===== src/rtl/egsa_pkg.sv =====
// Shared codes, widths and defaults for the embedding gather/scatter-add unit.
package egsa_pkg;

  localparam int DefMaxRows = 1024;
  localparam int DefMaxDim  = 64;

  localparam int ModeW   = 2;
  localparam int RowW    = 10;
  localparam int ColW    = 6;
  localparam int WordW   = 32;
  localparam int RowLenW = 7;
  localparam int RowsW   = 11;
  localparam int CfgIdxW = 1;
  localparam int CfgW    = 11;

  localparam logic [ModeW-1:0] ModeWrite   = 2'd0;
  localparam logic [ModeW-1:0] ModeGather  = 2'd1;
  localparam logic [ModeW-1:0] ModeScatter = 2'd2;
  localparam logic [ModeW-1:0] ModeUnused  = 2'd3;

  localparam logic [CfgIdxW-1:0] RegRowLength = 1'b0;
  localparam logic [CfgIdxW-1:0] RegRowsInUse = 1'b1;

  localparam logic [RowLenW-1:0] RowLengthRst = 7'd64;
  localparam logic [RowsW-1:0]   RowsInUseRst = 11'd1024;

  localparam logic [WordW-1:0] DefaultNan = 32'hFFC0_0000;

endpackage


===== src/rtl/egsa_fpadd.sv =====
// Multi-cycle IEEE-754 single adder, round to nearest even, full subnormal support.
module egsa_fpadd import egsa_pkg::*; (
  input  logic             clk_i,
  input  logic             rst_ni,
  input  logic             start_i,
  input  logic [WordW-1:0] a_i,
  input  logic [WordW-1:0] b_i,
  output logic             done_o,
  output logic [WordW-1:0] sum_o
);

  typedef enum logic [2:0] {
    StIdle, StAlign, StAdd, StNorm, StRound, StDone
  } state_e;

  state_e state_q;
  logic        sign_q, zsign_q, sub_q;
  logic [9:0]  e_q;
  logic [26:0] ml_q, ms_q, m_q;
  logic [7:0]  d_q;
  logic [WordW-1:0] res_q;

  // unpack
  logic a_nan, b_nan, a_inf, b_inf;
  logic [7:0]  ea, eb;
  logic [26:0] ma, mb;
  logic        a_big;
  always_comb begin
    a_nan = (a_i[30:23] == 8'hFF) && (a_i[22:0] != '0);
    b_nan = (b_i[30:23] == 8'hFF) && (b_i[22:0] != '0);
    a_inf = (a_i[30:23] == 8'hFF) && (a_i[22:0] == '0);
    b_inf = (b_i[30:23] == 8'hFF) && (b_i[22:0] == '0);
    ea = (a_i[30:23] == '0) ? 8'd1 : a_i[30:23];
    eb = (b_i[30:23] == '0) ? 8'd1 : b_i[30:23];
    ma = {(a_i[30:23] != '0), a_i[22:0], 3'b000};
    mb = {(b_i[30:23] != '0), b_i[22:0], 3'b000};
    a_big = {ea, ma} >= {eb, mb};
  end

  // alignment with sticky
  logic [26:0] shifted, lost;
  always_comb begin
    if (d_q >= 8'd27) begin
      shifted = '0;
      lost    = ms_q;
    end else begin
      shifted = ms_q >> d_q;
      lost    = ms_q & ((27'd1 << d_q) - 27'd1);
    end
  end

  logic [27:0] sum28;
  assign sum28 = sub_q ? ({1'b0, ml_q} - {1'b0, ms_q}) : ({1'b0, ml_q} + {1'b0, ms_q});

  // rounding
  logic        up;
  logic [24:0] mant;
  logic [9:0]  e_r;
  logic [7:0]  ef;
  logic [22:0] ff;
  always_comb begin
    up   = m_q[2] & (m_q[1] | m_q[0] | m_q[3]);
    mant = {1'b0, m_q[26:3]} + {24'd0, up};
    e_r  = mant[24] ? e_q + 10'd1 : e_q;
    ff   = mant[24] ? mant[23:1] : mant[22:0];
    if (!mant[24] && !mant[23]) begin
      ef = 8'd0;
    end else begin
      ef = e_r[7:0];
    end
  end

  always_ff @(posedge clk_i or negedge rst_ni) begin
    if (!rst_ni) begin
      state_q <= StIdle;
    end else begin
      case (state_q)
        StIdle: begin
          if (start_i) begin
            zsign_q <= a_i[31] & b_i[31];
            sub_q   <= a_i[31] ^ b_i[31];
            if (a_nan) begin
              res_q   <= a_i | 32'h0040_0000;
              state_q <= StDone;
            end else if (b_nan) begin
              res_q   <= b_i | 32'h0040_0000;
              state_q <= StDone;
            end else if (a_inf && b_inf && (a_i[31] != b_i[31])) begin
              res_q   <= DefaultNan;
              state_q <= StDone;
            end else if (a_inf) begin
              res_q   <= a_i;
              state_q <= StDone;
            end else if (b_inf) begin
              res_q   <= b_i;
              state_q <= StDone;
            end else begin
              sign_q  <= a_big ? a_i[31] : b_i[31];
              e_q     <= {2'b00, a_big ? ea : eb};
              ml_q    <= a_big ? ma : mb;
              ms_q    <= a_big ? mb : ma;
              d_q     <= a_big ? ea - eb : eb - ea;
              state_q <= StAlign;
            end
          end
        end
        StAlign: begin
          ms_q    <= shifted | {26'd0, (lost != '0)};
          state_q <= StAdd;
        end
        StAdd: begin
          if (sum28 == '0) begin
            res_q   <= {zsign_q, 31'd0};
            state_q <= StDone;
          end else if (sum28[27]) begin
            m_q     <= {sum28[27:2], sum28[1] | sum28[0]};
            e_q     <= e_q + 10'd1;
            state_q <= StNorm;
          end else begin
            m_q     <= sum28[26:0];
            state_q <= StNorm;
          end
        end
        StNorm: begin
          // one bit a cycle until the hidden bit is set or the exponent floor is hit
          if (!m_q[26] && (e_q > 10'd1)) begin
            m_q <= {m_q[25:0], 1'b0};
            e_q <= e_q - 10'd1;
          end else begin
            state_q <= StRound;
          end
        end
        StRound: begin
          if (e_r >= 10'd255) begin
            res_q <= {sign_q, 8'hFF, 23'd0};
          end else begin
            res_q <= {sign_q, ef, ff};
          end
          state_q <= StDone;
        end
        StDone: begin
          state_q <= StIdle;
        end
        default: begin
          state_q <= StIdle;
        end
      endcase
    end
  end

  assign done_o = (state_q == StDone);
  assign sum_o  = res_q;

endmodule


===== config.mk =====
export PLATFORM = sky130hd
export DESIGN_NAME = egsa_fpadd
export DESIGN_NICKNAME = d
export VERILOG_FILES = /design/src/rtl/egsa_pkg.sv /design/src/rtl/egsa_fpadd.sv
export SDC_FILE = /design/constraint.sdc
export NUM_CORES = 1
export LEC_CHECK = 0
export BUFFER_PORTS_ARGS = -buffer_cell sky130_fd_sc_hd__buf_2
export CELL_PAD_IN_SITES_DETAIL_PLACEMENT = 1
export CELL_PAD_IN_SITES_GLOBAL_PLACEMENT = 1
export CORE_MARGIN = 4
export CORE_UTILIZATION = 50
export CTS_BUF_LIST = sky130_fd_sc_hd__clkbuf_2 sky130_fd_sc_hd__clkbuf_4 sky130_fd_sc_hd__clkbuf_8
export DETAILED_ROUTE_END_ITERATION = 6
export PLACE_DENSITY = 0.95
export REMOVE_ABC_BUFFERS = 1
export SLEW_MARGIN = 20
export SYNTH_ARGS = -nofsm -noshare
export SYNTH_HDL_FRONTEND = slang
export SYNTH_SLANG_ARGS = --single-unit

===== constraint.sdc =====
create_clock -name clk_i -period 15.3 [get_ports clk_i]
set_input_delay 1.53 -clock clk_i [delete_from_list [all_inputs] [get_ports clk_i]]
set_output_delay 1.53 -clock clk_i [all_outputs]
set_load 0.02 [all_outputs]

# After elaboration in Yosys (flattened, before gate mapping)

Index checks and enable logic that the tools add are counted.

Flip-flop bits (word level): 137
Input port bits: 67

Add/subtract/negate cells: 8
Magnitude comparators: 4
Equality and inequality tests: 20
Shift operators: 2
Muxes and demuxes: 52
Bitwise operators: 13
Reductions and logical operators: 33

Operator list:

| operator                                                             | number |
|---|---|
| 27-bit 2-to-1 mux                                                    | 13 |
| 32-bit 2-to-1 mux                                                    | 7 |
| 27-bit one-hot mux with 2 select lines                               | 2 |
| 10-bit 2-to-1 mux                                                    | 10 |
| 32-bit one-hot mux with 3 select lines                               | 1 |
| 23-bit zero test                                                     | 2 |
| 23-bit nonzero test                                                  | 2 |
| 8-bit 2-to-1 mux                                                     | 5 |
| 35-bit >= comparator                                                 | 1 |
| 31-bit 2-to-1 mux                                                    | 1 |
| 10-bit one-hot mux with 3 select lines                               | 1 |
| 27-bit by 27-bit adder with 28-bit output                            | 1 |
| 28-bit zero test                                                     | 1 |
| 28-bit 2-to-1 mux                                                    | 1 |
| 27-bit by 27-bit subtractor with 28-bit output                       | 1 |
| 27-bit AND                                                           | 1 |
| 27-bit by 1-bit bitwise OR with 27-bit output                        | 1 |
| 27-bit nonzero test                                                  | 1 |
| 1-bit by 8-bit left shift with 27-bit output, first input constant   | 1 |
| 27-bit by 8-bit >> shifter with 27-bit output                        | 1 |
| 27-bit by 1-bit subtractor with 27-bit output, second input constant | 1 |
| 24-bit by 1-bit adder with 25-bit output                             | 1 |
| 3-bit 2-to-1 mux                                                     | 8 |
| 23-bit 2-to-1 mux                                                    | 1 |
| 32 further kinds                                                     | 67 |

# Longest topological paths before layout

Depth after elaboration: 11
Depth in mapped cells: 20

# Least setup slack after synthesis

No wires, ideal clock.

Kind: reg-to-reg
From: register ms_q[7]
To: register m_q[0] (enable)
Setup time: 0.420 ns
Data arrival time: 5.076 ns
Data required time: 14.880 ns
Path slack: 9.804 ns
Cell stages (with the launch flop): 18
Path buffers: 1
Path through: edfxtp_1 -> nor3_1 -> nand2_1 -> nor4_1 -> and3_1 -> a21oi_1 -> xnor2_1 -> ha_1 -> clkbuf_1 -> a21oi_1 -> o21ai_0 -> a2111oi_0 -> o21ai_0 -> o211ai_1 -> xor2_1 -> or2_1 -> nor4_4 -> a21oi_1

Longest elaborated chain between the ends: 5

RTL lines:

| item                                                                                                        | RTL line          | source |
|---|---|---|
| start, declared                                                                                             | egsa_fpadd.sv:19  | `logic [26:0] ml_q, ms_q, m_q;` |
| start signal, assigned                                                                                      | egsa_fpadd.sv:101 | `ms_q <= a_big ? mb : ma;` |
| start signal, assigned                                                                                      | egsa_fpadd.sv:108 | `ms_q <= shifted \| {26'd0, (lost != '0)};` |
| 27-bit by 27-bit adder with 28-bit output or 27-bit by 27-bit subtractor with 28-bit output (tied branches) | egsa_fpadd.sv:53  | `assign sum28 = sub_q ? ({1'b0, ml_q} - {1'b0, ms_q}) : ({1'b0, ml_q} + {1'b0, ms_q});` |
| 28-bit 2-to-1 mux *                                                                                         | egsa_fpadd.sv:53  |  |
| 28-bit zero test *                                                                                          | egsa_fpadd.sv:112 | `if (sum28 == '0) begin` |
| 2-bit inequality test (no line) *                                                                           | -                 |  |
| 4-bit AND reduction (no line) *                                                                             | -                 |  |
| end signal, assigned                                                                                        | egsa_fpadd.sv:116 | `m_q <= {sum28[27:2], sum28[1] \| sum28[0]};` |
| end signal, assigned                                                                                        | egsa_fpadd.sv:120 | `m_q <= sum28[26:0];` |
| end signal, assigned                                                                                        | egsa_fpadd.sv:127 | `m_q <= {m_q[25:0], 1'b0};` |
| end, declared                                                                                               | egsa_fpadd.sv:19  |  |

Mark *: on every way between the ends. The rest lies on a longest branch, timed or not.
A chain may end at the register's enable or synchronous reset.

# Final worst setup path

From: register ms_q[8]
To: register res_q[6] (netlist: sum_o[6]) (enable)

Longest elaborated chain between the ends: 5

RTL lines:

| item                                                                                                        | RTL line          | source |
|---|---|---|
| 27-bit by 27-bit adder with 28-bit output or 27-bit by 27-bit subtractor with 28-bit output (tied branches) | egsa_fpadd.sv:53  |  |
| 28-bit 2-to-1 mux *                                                                                         | egsa_fpadd.sv:53  |  |
| 28-bit zero test *                                                                                          | egsa_fpadd.sv:112 |  |
| 2-bit inequality test (no line) *                                                                           | -                 |  |
| 5-bit AND reduction (no line) *                                                                             | -                 |  |
| end signal, assigned                                                                                        | egsa_fpadd.sv:113 | `res_q <= {zsign_q, 31'd0};` |
| end signal, assigned                                                                                        | egsa_fpadd.sv:135 | `res_q <= {sign_q, 8'hFF, 23'd0};` |
| end signal, assigned                                                                                        | egsa_fpadd.sv:137 | `res_q <= {sign_q, ef, ff};` |
| end, declared                                                                                               | egsa_fpadd.sv:21  | `logic [WordW-1:0] res_q;` |

Marked as above.

==> results.toml <==
[run_status]
status = "completed"

[route]
dr_total_vias = 13400
firstDrtPassIters = 6
drt_iter0_drc = 1489
antenna_left = 0
wl_mm = 49.1
wl_per_cell_um = 25.3
vias_per_cell = 6.91
drc_errors = 0

[clocking]
clock_latency_ns = 0.48
cts_buffer_depth = 2
cts_tree = "yes"
cts_setup_buffers = 0
htree_levels = 4
cts_sinks = 134
holdBufCountCts = 0
cts-root-buf = "clkbuf_8"
cts_buffers = 17
cts_resized = 0
clkTransAtPathRegs_ns = 0.10

[die]
die_h_um = 169
initial_core_util = 0.512
die_w_um = 169
die-area_mm2 = 0.0286
fp-row-count = 58
ios = 100
core-area_mm2 = 0.0253

[final_layout]
layout_commonest_cell = "nand2_1"
drive_gt1_frac = 0.126
layout.cells.non_filler = 1942
finish.utilization = 0.554
final_cell_area_mm2 = 0.0140
antenna_cells = 0
nets = 1739
syn_to_final_growth_pct = 8.22
layout_common_cells = "nand2_1, nor2_1, edfxtp_1"

[power]
power_leakage_nw = 5.37
internal_power_mw = 1.19
switchingPower_mw = 1.12
p_seq_frac = 0.308
ir_drop_mv = 0.0918
power_frac_comb = 0.555
power_per_cell_area_mw_per_mm2 = 165
p_clk_frac = 0.137
swShare = 0.486

[flow_run]
maxCapViolations = 0

[synth]
synth-seq-cells = 134
synthTopCellsByArea = "edfxtp_1, ha_1, mux2i_1, a21oi_1, o21ai_0"
syn_area_per_cell_um2 = 8.23
yosys_warnings = 0
syn_area_mm2 = 0.0130
yosysUniqueCellTypes = 83
yosysTopAreaCell = "edfxtp_1"
synth_edf_count = 131
syn_inst = 1577
netlist.area_leader.share = 0.303
synth_async_sr_flop_share = 0.0224
ys.flop_type = "edfxtp_1"
yosysSeqAreaShare = 0.309

[sta]
fmax_ghz = 0.160
layout_setup_ws_ns = 9.06
worst_pin_slew_ns = 1.08
min_period_over_period = 0.408
fin_skew_ns = 0.0245
drv_slew = 0
fin_crit_ns = 6.24
tns_ns = 0
relSlewSlack = 0.272
grt_setup_unrepaired = "no"
finalSetupViolations = 0
finalHoldViolCount = 0

[setup_path]
crit_slowest_cell = "a2111oi_0"
start_kind = "flop"
critPathCaptureType = "flop"
required_ns = 15.43
worstPathCellList = "nor3_1, nand2_1, nor4_1, and3_1, a21oi_1, xnor2_1, ha_1, a21oi_1, o21ai_0, a2111oi_0, nand2_1, o211ai_1, xor2_4, or2_1, nor4_4, a41o_1, buf_4"
crit_family = "simple AND/OR/NAND/NOR gates"
worstSetupPathType = "flop to flop"
critPathMaxFanout = 32
worstPathArrival_ns = 6.37
cp_num_buf_inv = 1
max_stage_delay_ns = 0.63

[global_routing]
grt_first_pass_wirelength_mm = 76.1
grt_use_total = 0.336
grt_start_max_net_pins = 90
antenna_found_initial = 0
first_global_vias = 13400
grt-ovfl-total = 0

[placement]
globalplace.congestion = 1.03
dpl_cell_area_mm2 = 0.0136
io_buffers = 99
place_inst = 1909
dpl.hpwl_mm = 36.9
pre_cts_ws_ns = 8.98

[hold_path]
min-delay-path-class = "flop to flop"
power groups by stage:
stage	Combinational (mW)	Sequential (mW)	Clock [mW]
2_1_floorplan	0.866	0.686	0
5_1_grt	1.39	0.725	0.329
6_report	1.28	0.713	0.317
4_1_cts	1.24	0.707	0.315
3_5_place_dp	1.22	0.714	0
3_3_place_gp	1.16	0.704	0
cell type report:
| type | count | area (um2) |
|---|---|---|
| multi-input combinational | 1254 | 8290 |
| clock inverter | 14 | 150 |
| fill | 3074 | 11300 |
| inverter | 74 | 278 |
| timing repair buffer | 118 | 658 |
| tap | 330 | 413 |
| clock buffer | 18 | 241 |
| sequential | 134 | 4010 |
state kept, by name, summed over array words and instances (netlist names):
| register | cells |
|---|---|
| sign_q | 1 |
| sum_o | 32 |
| d_q | 8 |
| ms_q | 27 |
| state_q | 3 |
| e_q | 10 |
| ml_q | 24 |
| zsign_q | 1 |
| m_q | 27 |
| sub_q | 1 |
tightest hold or removal path, delay by kind of cell (launching register included):
family	cells	cell delay [ns]
compound gates	1	0.12
flops	1	0.36
simple gates	1	0.05
through the flow:
stage	hold slack (ns)	power, mW
after global placement	0.595	1.86
after detailed placement	0.638	1.93
after floorplan	0.574	1.55
final	0.661	2.31
after CTS	0.659	2.26
after global routing	0.710	2.45
cells by family after synthesis:
family	synth area share
AO/OA/AOI/OAI	0.227
XOR/XNOR	0.0554
adder cells (fa/ha/maj)	0.0716
buffers and inverters	0.0571
flip-flops	0.309
multiplexers	0.0814
AND/OR/NAND/NOR	0.198
cells in the mapped netlist, drive strengths merged, types with 5 or more instances:
cell    instances
nand2         155
nor2          143
edfxtp        131
a21oi         130
o21ai         121
clkbuf         89
inv            74
ha             71
mux2i          65
xnor2          57
nand3          52
o22ai          48
nor3           37
nand4          30
a21o           27
buf            26
nor4           26
a22oi          25
xor2           25
a31oi          22
a211oi         19
and3           18
mux2           16
o211ai         12
nand2b         11
or3            11
mux4           10
and2            9
nor2b           8
and4            7
o21a            7
o22a            7
or2             7
o311ai          6
o31ai           6
a41oi           5
o21bai          5
or4             5
final timing paths:
kind / cells past startpoint / start / slack (ns) / to
hold reg to reg: 2 / m_q[1]$_DFFE_PP_ / 0.66 / m_q[2]$_DFFE_PP_
setup / recovery: 17 / ms_q[8]$_DFFE_PP_ / 9.06 / sum_o[6]$_DFFE_PP_
setup reg to reg: 17 / ms_q[8]$_DFFE_PP_ / 9.06 / sum_o[6]$_DFFE_PP_
max in group asynchronous: 1 / rst_ni / 14.25 / state_q[1]$_DFFE_PN0P_
hold / removal: 2 / m_q[1]$_DFFE_PP_ / 0.66 / m_q[2]$_DFFE_PP_
min in group asynchronous: 1 / rst_ni / 0.87 / state_q[0]$_DFFE_PN0P_
routing by layer:
| layer | vias to the layer above | routed length [um] | track usage |
|---|---|---|---|
| li1 | 5913 | - | - |
| met1 | 6580 | 18900 | 0.433 |
| met2 | 770 | 22900 | 0.549 |
| met3 | 161 | 4990 | 0.0666 |
| met4 | 0 | 2340 | 0.151 |
| met5 | - | 0 | 0 |
Power figures use the tool's default switching activity.
